===== config.mk =====
export PLATFORM = sky130hd
export DESIGN_NAME = packstream_value_header_encoder_core
export DESIGN_NICKNAME = d
export VERILOG_FILES = /design/src/sv/pvhe_pkg.sv /design/src/sv/pvhe_encode.sv /design/src/sv/packstream_value_header_encoder_core.sv
export SDC_FILE = /design/constraint.sdc
export NUM_CORES = 1
export LEC_CHECK = 0
export BUFFER_PORTS_ARGS = -buffer_cell sky130_fd_sc_hd__buf_2
export CAP_MARGIN = 15
export CORE_MARGIN = 2
export CORE_UTILIZATION = 50
export DETAILED_ROUTE_END_ITERATION = 10
export PLACE_DENSITY = 0.86
export SYNTH_ARGS = -nofsm -noshare
export SYNTH_HDL_FRONTEND = slang
export SYNTH_SLANG_ARGS = --single-unit
export TNS_END_PERCENT = 1

===== constraint.sdc =====
create_clock -name clk -period 5.3 [get_ports clk]
set_clock_uncertainty 0.1 [all_clocks]
set_input_delay 0.53 -clock clk [delete_from_list [all_inputs] [get_ports clk]]
set_output_delay 0.53 -clock clk [all_outputs]
set_load 0.01 [all_outputs]

===== src/sv/pvhe_pkg.sv =====
// pvhe_pkg: shared types and marker constants for the value and header encoder
// used by pvhe_encode and packstream_value_header_encoder_core
// no dependencies
package pvhe_pkg;

	// request kind codes
	localparam logic [3:0] FN_NULL   = 4'd0;
	localparam logic [3:0] FN_BOOL   = 4'd1;
	localparam logic [3:0] FN_INT    = 4'd2;
	localparam logic [3:0] FN_FLOAT  = 4'd3;
	localparam logic [3:0] FN_STRING = 4'd4;
	localparam logic [3:0] FN_BYTES  = 4'd5;
	localparam logic [3:0] FN_LIST   = 4'd6;
	localparam logic [3:0] FN_MAP    = 4'd7;
	localparam logic [3:0] FN_STRUCT = 4'd8;

	// marker bytes
	localparam logic [7:0] MK_NULL   = 8'hC0;
	localparam logic [7:0] MK_FLOAT  = 8'hC1;
	localparam logic [7:0] MK_FALSE  = 8'hC2;
	localparam logic [7:0] MK_TRUE   = 8'hC3;
	localparam logic [7:0] MK_INT8   = 8'hC8;
	localparam logic [7:0] MK_INT16  = 8'hC9;
	localparam logic [7:0] MK_INT32  = 8'hCA;
	localparam logic [7:0] MK_INT64  = 8'hCB;
	localparam logic [7:0] MK_BYTES8 = 8'hCC;
	localparam logic [7:0] MK_STR8   = 8'hD0;
	localparam logic [7:0] MK_LIST8  = 8'hD4;
	localparam logic [7:0] MK_MAP8   = 8'hD8;
	localparam logic [7:0] MK_STR_T  = 8'h80;
	localparam logic [7:0] MK_LIST_T = 8'h90;
	localparam logic [7:0] MK_MAP_T  = 8'hA0;
	localparam logic [7:0] MK_STRUCT = 8'hB0;

	// longest encoding in bytes
	localparam int MaxBytes = 9;
	localparam int BufW     = MaxBytes * 8;
	localparam int CntW     = 4;

	typedef struct packed {
		logic [3:0]         func;
		logic signed [63:0] value;
		logic signed [31:0] length;
		logic signed [15:0] struct_tag;
	} req_t;

	typedef struct packed {
		logic [7:0] out_byte;
		logic       last;
		logic       error;
	} res_t;

	// encoded bytes, left aligned, first byte in the top bits
	typedef struct packed {
		logic [BufW-1:0] bytes;
		logic [CntW-1:0] count;
		logic            error;
	} enc_t;

endpackage


===== src/sv/pvhe_encode.sv =====
// pvhe_encode: combinational encoder from one request to its byte string
// depends on pvhe_pkg
module pvhe_encode (
	input  pvhe_pkg::req_t req,
	output pvhe_pkg::enc_t enc
);
	import pvhe_pkg::*;

	// length header: tiny form when has_tiny, else 8, 16 or 32-bit length
	function automatic enc_t put_header(input logic [31:0] len, input logic has_tiny,
		input logic [7:0] tiny_base, input logic [7:0] m8);
		enc_t e;
		e = '0;
		if (has_tiny && len < 32'h10) begin
			e.bytes = {tiny_base | {4'h0, len[3:0]}, 64'h0};
			e.count = CntW'(1);
		end else if (len < 32'h100) begin
			e.bytes = {m8, len[7:0], 56'h0};
			e.count = CntW'(2);
		end else if (len < 32'h10000) begin
			e.bytes = {m8 + 8'd1, len[15:0], 48'h0};
			e.count = CntW'(3);
		end else begin
			e.bytes = {m8 + 8'd2, len, 32'h0};
			e.count = CntW'(5);
		end
		return e;
	endfunction

	logic [63:0] v;
	logic [31:0] len;
	logic        len_neg;
	logic        fits8;
	logic        fits16;
	logic        fits32;
	logic        tiny_int;
	enc_t        err_enc;

	assign v        = req.value;
	assign len      = req.length;
	assign len_neg  = len[31];

	// sign-extension checks for the shortest integer form
	assign fits8    = (v[63:7] == '0) || (v[63:7] == '1);
	assign fits16   = (v[63:15] == '0) || (v[63:15] == '1);
	assign fits32   = (v[63:31] == '0) || (v[63:31] == '1);
	assign tiny_int = fits8 && (!v[7] || v[7:4] == 4'hF);

	assign err_enc  = '{bytes: '0, count: CntW'(1), error: 1'b1};

	// select encoding by kind
	always_comb begin
		enc = err_enc;
		case (req.func)
			FN_NULL: begin
				enc = '{bytes: {MK_NULL, 64'h0}, count: CntW'(1), error: 1'b0};
			end
			FN_BOOL: begin
				enc = '{bytes: {(v != '0) ? MK_TRUE : MK_FALSE, 64'h0},
					count: CntW'(1), error: 1'b0};
			end
			FN_INT: begin
				if (tiny_int) begin
					enc = '{bytes: {v[7:0], 64'h0}, count: CntW'(1), error: 1'b0};
				end else if (fits8) begin
					enc = '{bytes: {MK_INT8, v[7:0], 56'h0}, count: CntW'(2), error: 1'b0};
				end else if (fits16) begin
					enc = '{bytes: {MK_INT16, v[15:0], 48'h0}, count: CntW'(3), error: 1'b0};
				end else if (fits32) begin
					enc = '{bytes: {MK_INT32, v[31:0], 32'h0}, count: CntW'(5), error: 1'b0};
				end else begin
					enc = '{bytes: {MK_INT64, v}, count: CntW'(9), error: 1'b0};
				end
			end
			FN_FLOAT: begin
				enc = '{bytes: {MK_FLOAT, v}, count: CntW'(9), error: 1'b0};
			end
			FN_STRING: begin
				if (!len_neg) enc = put_header(len, 1'b1, MK_STR_T, MK_STR8);
			end
			FN_BYTES: begin
				if (!len_neg) enc = put_header(len, 1'b0, 8'h00, MK_BYTES8);
			end
			FN_LIST: begin
				if (!len_neg) enc = put_header(len, 1'b1, MK_LIST_T, MK_LIST8);
			end
			FN_MAP: begin
				if (!len_neg) enc = put_header(len, 1'b1, MK_MAP_T, MK_MAP8);
			end
			FN_STRUCT: begin
				if (!len_neg && len < 32'h10 && !req.struct_tag[15]) begin
					enc = '{bytes: {MK_STRUCT | {4'h0, len[3:0]}, req.struct_tag[7:0], 56'h0},
						count: CntW'(2), error: 1'b0};
				end
			end
			default: begin
				enc = err_enc;
			end
		endcase
	end

endmodule


===== src/sv/packstream_value_header_encoder_core.sv =====
// packstream_value_header_encoder_core: top level of the value and header encoder
// depends on pvhe_pkg and pvhe_encode
//
// Usage:
//   The req channel takes one request per item (kind, value, length, tag).
//   The res channel gives the encoding one byte per item, first byte first;
//   last marks the final byte, and an invalid request gives a single item
//   with error and last set and a zero byte.
//   A request is registered in stage 1, encoded by combinational logic and
//   loaded into the stage 2 byte shifter, which drives res directly.
//   The first byte is shown once the request passes the stage 1 register
//   and is loaded into the stage 2 shifter. Throughput: with res_stall low,
//   one request per cycle for one-byte encodings; an encoding of up to 9
//   bytes holds the shifter until its last byte is taken, at one byte per cycle.
//   Stage 1 takes the next request while stage 2 still sends bytes, and it
//   moves on in the cycle the last byte of the previous encoding is taken.
//   When res_stall is high the shown byte holds; req_stall rises while stage
//   1 is full, stage 2 holds bytes and its last byte is not being taken.
//   Reset empties both stages; no item is shown until a request arrives.
module packstream_value_header_encoder_core (
	input  logic           clk,
	input  logic           arst_n,
	input  logic           req_valid,
	output logic           req_stall,
	input  pvhe_pkg::req_t req,
	output logic           res_valid,
	input  logic           res_stall,
	output pvhe_pkg::res_t res
);
	import pvhe_pkg::*;

	logic            vld_s1;
	req_t            req_s1;
	logic            vld_s2;
	logic [BufW-1:0] bytes_s2;
	logic [CntW-1:0] cnt_s2;
	logic            err_s2;
	enc_t            enc;
	logic            s2_take;
	logic            s2_last;
	logic            s2_free;
	logic            s1_move;
	logic            req_take;

	pvhe_encode u_encode (
		.req (req_s1),
		.enc (enc)
	);

	// handshake between the stages
	assign s2_last   = (cnt_s2 == CntW'(1));
	assign s2_take   = vld_s2 && !res_stall;
	assign s2_free   = !vld_s2 || (s2_take && s2_last);
	assign s1_move   = vld_s1 && s2_free;
	assign req_stall = vld_s1 && !s2_free;
	assign req_take  = req_valid && !req_stall;

	// stage 1 valid
	always_ff @(posedge clk or negedge arst_n) begin
		if (!arst_n) begin
			vld_s1 <= 1'b0;
		end else if (req_take) begin
			vld_s1 <= 1'b1;
		end else if (s1_move) begin
			vld_s1 <= 1'b0;
		end
	end

	// stage 1 request register
	always_ff @(posedge clk) begin
		if (req_take) begin
			req_s1 <= req;
		end
	end

	// stage 2 valid
	always_ff @(posedge clk or negedge arst_n) begin
		if (!arst_n) begin
			vld_s2 <= 1'b0;
		end else if (s1_move) begin
			vld_s2 <= 1'b1;
		end else if (s2_take && s2_last) begin
			vld_s2 <= 1'b0;
		end
	end

	// stage 2 byte shifter and remaining count
	always_ff @(posedge clk) begin
		if (s1_move) begin
			bytes_s2 <= enc.bytes;
			cnt_s2   <= enc.count;
			err_s2   <= enc.error;
		end else if (s2_take) begin
			bytes_s2 <= {bytes_s2[BufW-9:0], 8'h00};
			cnt_s2   <= cnt_s2 - CntW'(1);
		end
	end

	// result item
	assign res_valid    = vld_s2;
	assign res.out_byte = bytes_s2[BufW-1 -: 8];
	assign res.last     = s2_last;
	assign res.error    = err_s2;

`ifndef SYNTH
	// a shown item always has bytes left to send
	a_cnt_range: assert property (@(posedge clk) disable iff (!arst_n)
		vld_s2 |-> (cnt_s2 != '0 && cnt_s2 <= CntW'(MaxBytes)))
		else $error("stage 2 count out of range");

	// an error encoding is a single item
	a_err_single: assert property (@(posedge clk) disable iff (!arst_n)
		(vld_s2 && err_s2) |-> s2_last)
		else $error("error item is not last");

	// requests are only held off while stage 1 is occupied
	a_stall_s1: assert property (@(posedge clk) disable iff (!arst_n)
		req_stall |-> vld_s1)
		else $error("stall with empty stage 1");

	// a moved request lands in stage 2 with its full byte count
	a_load: assert property (@(posedge clk) disable iff (!arst_n)
		s1_move |=> (vld_s2 && cnt_s2 == $past(enc.count)))
		else $error("stage 2 load lost");

	// a stalled byte shifter keeps its count
	a_hold: assert property (@(posedge clk) disable iff (!arst_n)
		(vld_s2 && res_stall) |=> $stable(cnt_s2))
		else $error("count changed while stalled");
`endif

endmodule

==> results of run 1 <==
==> final timing paths <==
path	start	to	depth (start not counted)
min in group asynchronous	arst_n	vld_s1	2
min reg2reg	bytes_s2[63]	bytes_s2[71]	2
max in group asynchronous	arst_n	res_valid	2
max	req_s1[108]	bytes_s2[33]	7
max reg2reg	req_s1[108]	bytes_s2[33]	7
min	req[58]	req_s1[58]	1
==> routing by layer <==
layer | wire length, um | vias up | share of wire [%]
li1 | - | 2714 | -
met1 | 8564 | 3029 | 37
met2 | 11170 | 452 | 48
met3 | 2371 | 87 | 10
met4 | 1256 | 0 | 5.4
met5 | 0 | - | 0
==> through the flow <==
step           worst slack, ns  hold WS, ns  total power [mW]
6_report                 1.813       0.1620             3.298
5_1_grt                  1.661       0.1453             3.390
4_1_cts                  1.877       0.1510             3.302
3_5_place_dp             1.897       0.2180             2.007
3_3_place_gp             1.953       0.2152             1.998
2_1_floorplan           0.2049       0.1344             1.913
==> synthesized netlist by cell type, drive strengths merged (2+ instances only) <==
cell type	n	area, sq um
edfxtp	186	5585
nand2	55	209.0
a22o	44	385.4
buf	29	200.2
o21ai	27	138.9
nor2	26	100.1
a21oi	22	110.1
nor4	22	168.9
a221o	21	210.2
nand4	17	112.6
and2	13	81.33
nor3	13	97.59
a221oi	12	105.1
clkbuf	11	41.29
nand3	10	50.05
inv	9	33.78
a22oi	8	60.06
a31oi	8	50.05
a21o	7	52.55
nand2b	7	51.30
a222oi	5	50.05
nor2b	5	31.28
o22ai	4	25.02
o211ai	3	22.52
o221ai	3	26.28
a211oi	2	15.01
a2bb2oi	2	17.52
a31o	2	17.52
a32oi	2	17.52
and3	2	12.51
and4	2	18.77
dfrtp	2	50.05
ha	2	25.02
nor3b	2	15.01
nor4b	2	23.77
o311ai	2	17.52
o31ai	2	15.01
or4	2	15.01
==> worst reg2reg max path, cell delays in order (launching register included) <==
cell and delay (ns):
edfxtp_1 0.59, nor4_1 0.41, nand4_1 0.23, nor3_4 0.44
a22oi_1 0.29, a32o_2 0.52, buf_4 0.31, a221o_1 0.34
==> power groups by stage <==
stage	Sequential, mW	Combinational, mW	Clock (mW)
final	1.78	0.203	1.32
after global placement	1.81	0.192	0
after CTS	1.77	0.203	1.33
after floorplan	1.79	0.127	0
after detailed placement	1.81	0.200	0
after global routing	1.78	0.223	1.39
==> flip-flops by register name, indices dropped and copies added, names as in the netlist <==
signal	cells
cnt_s2	4
res_valid	1
bytes_s2	72
vld_s1	1
err_s2	1
req_s1	109
==> layout make-up <==
class / instances / area [sq um] / area share (%)
sequential: 188 / 5635 / 57.45
multi-input combinational: 372 / 2536 / 25.85
timing repair buffer: 135 / 705.7 / 7.194
clock buffer: 17 / 425.4 / 4.337
tap: 220 / 275.3 / 2.806
clock inverter: 15 / 197.7 / 2.015
inverter: 9 / 33.78 / 0.3444
==> kinds of logic (layout without fill, tap and decap cells) <==
| group | count (synthesis) | count (layout) |
|---|---|---|
| AOI/OAI and AO/OA | 186 | 186 |
| adders and majority gates | 3 | 3 |
| DFF | 188 | 188 |
| muxes | 1 | 1 |
| buffers and inverters | 49 | 176 |
| xor gates and xnor gates | 2 | 2 |
| and+or+nand+nor | 180 | 180 |
==> timing repair <==
item	CTS	global route
setup buffers	0	0
setup endpoints to repair	0	0
hold endpoints to repair	2	0
hold buffers	1	0
==> cell usage in the layout (no fill, tap or decap), types with 3 or more instances in the layout <==
master     instances
nor4_2             5
nand2_1           54
nor2_1            25
a22oi_1            8
buf_4             10
nand4_1           16
inv_8              3
edfxtp_1         186
a221oi_1          12
and2_1            12
o221ai_1           3
nor4_1            17
o211ai_1           3
a222oi_1           5
buf_2            124
a21o_1             7
o22ai_1            4
a221o_1           21
nor2b_1            5
nand3_1           10
clkbuf_16         17
a22o_1            44
inv_1              8
nand2b_1           6
inv_6              4
clkinv_8           4
a21oi_1           22
nor3_1             9
o21ai_0           25
a31oi_1            8
==> reports/qor.yml, run 1 <==
detailed_routing:
  vias: 6282
  antenna_left: 0
  wirelength_um: 23360
  dr.pass1.iters: 6
  drt_iter0_markers: 963
  wl_per_cell_um: 24.44
  drc_errors: 0
  viasPerCell: 6.571
clock_network:
  clkLatencyLatePin_ns: 0.44
  cts_sinks: 188
  clkTransAtPathRegs_ns: 0.07
  cts_buffers: 17
  ctsResizeCount: 0
  cts_tree: "yes"
  root_buffer: "clkbuf_16"
  htreeDepth: 4
  cts_buffer_depth: 2
global_routing:
  grt_use_total_pct: 26.99
  grtUsageMet1_pct: 34.18
  grt-busiest-layer: "met2"
  grt_first_pass_wirelength_um: 35560
  grt_pass1_vias: 6232
  grt_max_degree: 77
  met3_usage_pct: 6.621
  met2_usage_pct: 43.16
  grt-ovfl-total: 0
  antenna_found_initial: 0
die:
  ios: 132
  die_w_um: 133.8
  dieArea_sq_mm: 0.01789
  initial_core_util_pct: 50.95
  die_y_um: 133.8
  core_area_sq_mm: 0.01652
  fp-row-count: 47
logic_synthesis:
  postSynthAreaPerCell_sq_um: 13.82
  synth_simple_gate_area_share_pct: 11.89
  synth_area_sq_mm: 0.008419
  synth-seq-area-share_pct: 66.93
  yosysWarnings: 0
  synthArstFlopShare_pct: 1.064
  ys_ff_latch: 188
  ys.flop_type: "edfxtp_1"
  ys_types: 70
  synth_nets: 731
  synth_compound_area_share_pct: 17.16
  synthCells: 609
  synth_mux_area_share_pct: 0.1189
  synth-xor-area-share_pct: 0.2081
  synth-edff-count: 186
  synth-adder-area-share_pct: 0.4161
  synth_top_family_by_area: "compound AO/OA/AOI/OAI gates"
power_and_ir_drop:
  pwr_density_cell_mw_per_mm2: 336.2
  ir_drop_mv: 0.2298
  pwr-share-seq_pct: 53.9
  pwr-share-clk_pct: 39.9
  p_int_mw: 2.508
  p_sw_mw: 0.7901
  combPwrFrac_pct: 6.2
  leakagePower_nw: 3.465
  p_sw_share_pct: 23.96
hold_path:
  hold_path.class: "input pin to flip-flop"
setup_path:
  reg2reg_setup_slack_ns: 1.81
  cp.arrival_ns: 3.56
  cp-start-kind: "flip-flop"
  critical_path.cell_chain: "nor4_1 > nand4_1 > nor3_4 > a22oi_1 > a32o_2 > buf_4 > a221o_1"
  slowest_delay_ns: 0.59
  crit_family: "compound AO/OA/AOI/OAI gates"
  cp-end-kind: "flip-flop"
  crit_type: "flip-flop to flip-flop"
  slowest_stage: "edfxtp_1"
  required_ns: 5.38
  worst-path-buf-inv: 1
  cp_max_fo: 28
cells_and_area:
  final_util_pct: 59.36
  fillers: 1268
  stdcell_area_sq_mm: 0.009809
  drive_above_1_share_pct: 25.68
  stdcell_count: 956
  syn_to_final_growth_pct: 16.51
  diodes: 0
  final_nets: 845
flow_run:
  drv_cap: 0
timing:
  rsz0062_at_grt: "no"
  setup_viol: 0
  slew-limit-headroom_pct: 29.75
  period_share_pct: 65.79
  fin_crit_ns: 3.487
  max_freq_ghz: 0.2868
  worst-slew-pin-transition_ns: 1.048
  tns_ns: 0
  finalHoldViolCount: 0
  slew_viol_final: 0
run_status:
  outcome: "completed"
placed_design:
  place_congestion: 0.9361
  io_buffers: 124
  place_hpwl_um: 16480
  placedCellCount: 923
  placed_area_sq_mm: 0.009176
Power figures use the tool's default switching activity.
==> inputs of run 2 (changes only) <==
- clock period: 5.3 -> 3.2 ns (I/O delays scaled with it)
==> reports/qor.yml, run 2 (same netlist as run 1, synthesis figures left out) <==
setup_path:
  slowest_delay_ns: 0.54  # was 0.59 ns
  crit_type: "flip-flop to flip-flop"  # unchanged
  crit_family: "simple AND/OR/NAND/NOR gates"  # was compound AO/OA/AOI/OAI gates
  worst-path-buf-inv: 1  # unchanged
  r2r-start: "req_s1[111]"  # was req_s1[108]
  cp_max_fo: 6  # was 28
  worstRegToRegCells: 8  # was 7
  cp-end-kind: "flip-flop"  # unchanged
  crit_path_frequent_cell: "a221o_1"
  critical_path.cell_chain: "nor4_1 > nand4_1 > nor3_4 > buf_4 > a22o_1 > nor2_2 > a221o_1 > a221o_1"  # was nor4_1 > nand4_1 > nor3_4 > a22oi_1 > a32o_2 > buf_4 > a221o_1
  cp-start-kind: "flip-flop"  # unchanged
  reg2reg_setup_slack_ns: 0.06  # was 1.81 ns
  required_ns: 3.29  # was 5.38 ns
  slowest_stage: "edfxtp_1"  # unchanged
  cp.arrival_ns: 3.24  # was 3.56 ns
  r2r-end: "bytes_s2[53]"  # was bytes_s2[33]
timing:
  max_freq_ghz: 0.3180  # was 0.2868 GHz
  slew-limit-headroom_pct: 45.36  # was 29.75%
  finalHoldViolCount: 0  # unchanged
  slew_viol_final: 0  # unchanged
  worst-slew-pin-transition_ns: 0.8197  # was 1.048 ns
  rsz0062_at_grt: "no"  # unchanged
  finalWorstSetupSlack_ns: 0.05511  # was 1.813 ns
  tns_ns: 0  # unchanged
  period_share_pct: 98.28  # was 65.79%
  setup_viol: 0  # unchanged
  hold_ws_ns: 0.08499  # was 0.1620 ns
  fin_crit_ns: 3.145  # was 3.487 ns
cells_and_area:
  layout_commonest_cell: "edfxtp_1"  # unchanged
  final_nets: 992  # was 845
  largest_reg_flops: 109  # unchanged
  final_util_pct: 67.88  # was 59.36%
  top_regs: "req_s1: 109 flops, bytes_s2: 72 flops, cnt_s2: 4 flops"  # unchanged
  regMostFlops: "req_s1"  # unchanged
  drive_above_1_share_pct: 25.48  # was 25.68%
  stdcell_area_sq_mm: 0.01122  # was 0.009809 sq mm
  layout_common_cells: "edfxtp_1, buf_2, dlygate4sd3_1"  # was edfxtp_1, buf_2, nand2_1
  stdcell_count: 1103  # was 956
  fillers: 1088  # was 1,268
  syn_to_final_growth_pct: 33.23  # was 16.51%
  diodes: 0  # unchanged
global_routing:
  grt_first_pass_wirelength_um: 41520  # was 35,560 um
  grt_use_total_pct: 31.54  # was 26.99%
  antenna_found_initial: 0  # unchanged
  met2_usage_pct: 51.11  # was 43.16%
  grt_pass1_vias: 7083  # was 6,232
  met3_usage_pct: 8.828  # was 6.621%
  grt-ovfl-total: 0  # unchanged
  grt-busiest-layer: "met2"  # unchanged
  grt_max_degree: 77  # unchanged
  grtUsageMet1_pct: 37.58  # was 34.18%
clock_network:
  cts_buffer_depth: 2  # unchanged
  clkLatencyLatePin_ns: 0.44  # about the same
  root_buffer: "clkbuf_16"  # unchanged
  clkTransAtPathRegs_ns: 0.07  # about the same
  cts_sinks: 188  # unchanged
  cts_buffers: 17  # unchanged
  cts_tree: "yes"  # unchanged
  htreeDepth: 4  # unchanged
  post_cts_buffers: 0  # unchanged
power_and_ir_drop:
  p_total_mw: 5.592  # was 3.298 mW
  leakagePower_nw: 4.109  # was 3.465 nW
  pwr_density_cell_mw_per_mm2: 498.6  # was 336.2 mW/mm^2
  ir_drop_mv: 0.3849  # was 0.2298 mV
detailed_routing:
  wl_per_cell_um: 24.91  # was 24.44 um
  viasPerCell: 6.554  # was 6.571
  dr.pass1.iters: 7  # was 6
  drt_iter0_markers: 1365  # was 963
  wirelength_um: 27480  # was 23,360 um
  drc_errors: 0  # unchanged
  antenna_left: 0  # unchanged
  vias: 7229  # was 6,282
die:
  initial_core_util_pct: 50.95  # unchanged
  core_area_sq_mm: 0.01652  # unchanged
  fp-row-count: 47  # unchanged
  die_y_um: 133.8  # unchanged
  die_w_um: 133.8  # unchanged
  ios: 132  # unchanged
  dieArea_sq_mm: 0.01789  # unchanged
placed_design:
  place_hpwl_um: 17420  # was 16,480 um
  placedCellCount: 960  # was 923
  placed_area_sq_mm: 0.009499  # was 0.009176 sq mm
  place_ws_ns: 0.1412  # was 1.897 ns
  io_buffers: 124  # unchanged
  place_congestion: 1.027  # was 0.9361
run_status:
  outcome: "completed"  # unchanged
flow_run:
  drv_cap: 0  # unchanged
hold_path:
  hold_path.class: "input pin to async pin"  # was input pin to flip-flop
==> run 2: cell count changes in the layout (fill, tap and decap cells not counted) <==
| cell | delta |
|---|---|
| buf_12 | +3 |
| buf_4 | +33 |
| buf_8 | +1 |
| clkbuf_1 | +1 |
| clkinv_8 | -2 |
| dlygate4sd3_1 | +110 |
| inv_12 | -1 |
| inv_8 | +2 |
| nor3_2 | -1 |
| nor3_4 | +1 |
==> run 2: area by class of cell <==
class	instances	area [sq um]	share of cell area, %
inverter	9	33.78	0.3012
timing repair buffer	282	2130	18.98
multi-input combinational	372	2542	22.67
sequential	188	5635	50.24
tap	220	275.3	2.454
clock inverter	14	171.4	1.528
clock buffer	18	429.2	3.826
==> run 2: routing by layer <==
metal	part of all wire, %	up-vias
met1	33	3379
li1	-	3011
met3	13	159
met5	0	-
met2	47	680
met4	7.3	0
==> run 2: worst max path at each step <==
stage               slack, ns  cells after the start        start           end
floorplan               -0.43                      2    res_valid   bytes_s2[0]
global placement         0.07                      7  req_s1[108]  bytes_s2[55]
detailed placement       0.14                      9    cnt_s2[1]  bytes_s2[47]
CTS                      0.08                      9    cnt_s2[1]  bytes_s2[47]
global route             0.02                      9  req_s1[107]  bytes_s2[55]
finish                   0.06                      8  req_s1[111]  bytes_s2[53]
==> run 2: report_power, final <==
part	switching [mW]	internal [mW]	leakage [nW]
logic	0.216	0.264	2.04
clock network	1.04	1.13	0.295
registers	0.0894	2.85	1.77
total	1.35	4.24	4.11
==> run 2: what timing repair did <==
| item | 4_1_cts | 5_1_grt |
|---|---|---|
| endpoints found under the hold margin | 112 | 0 |
| hold buffers | 111 | 0 |
| gates resized for setup | 0 | 1 |
| setup endpoints to repair | 0 | 15 |
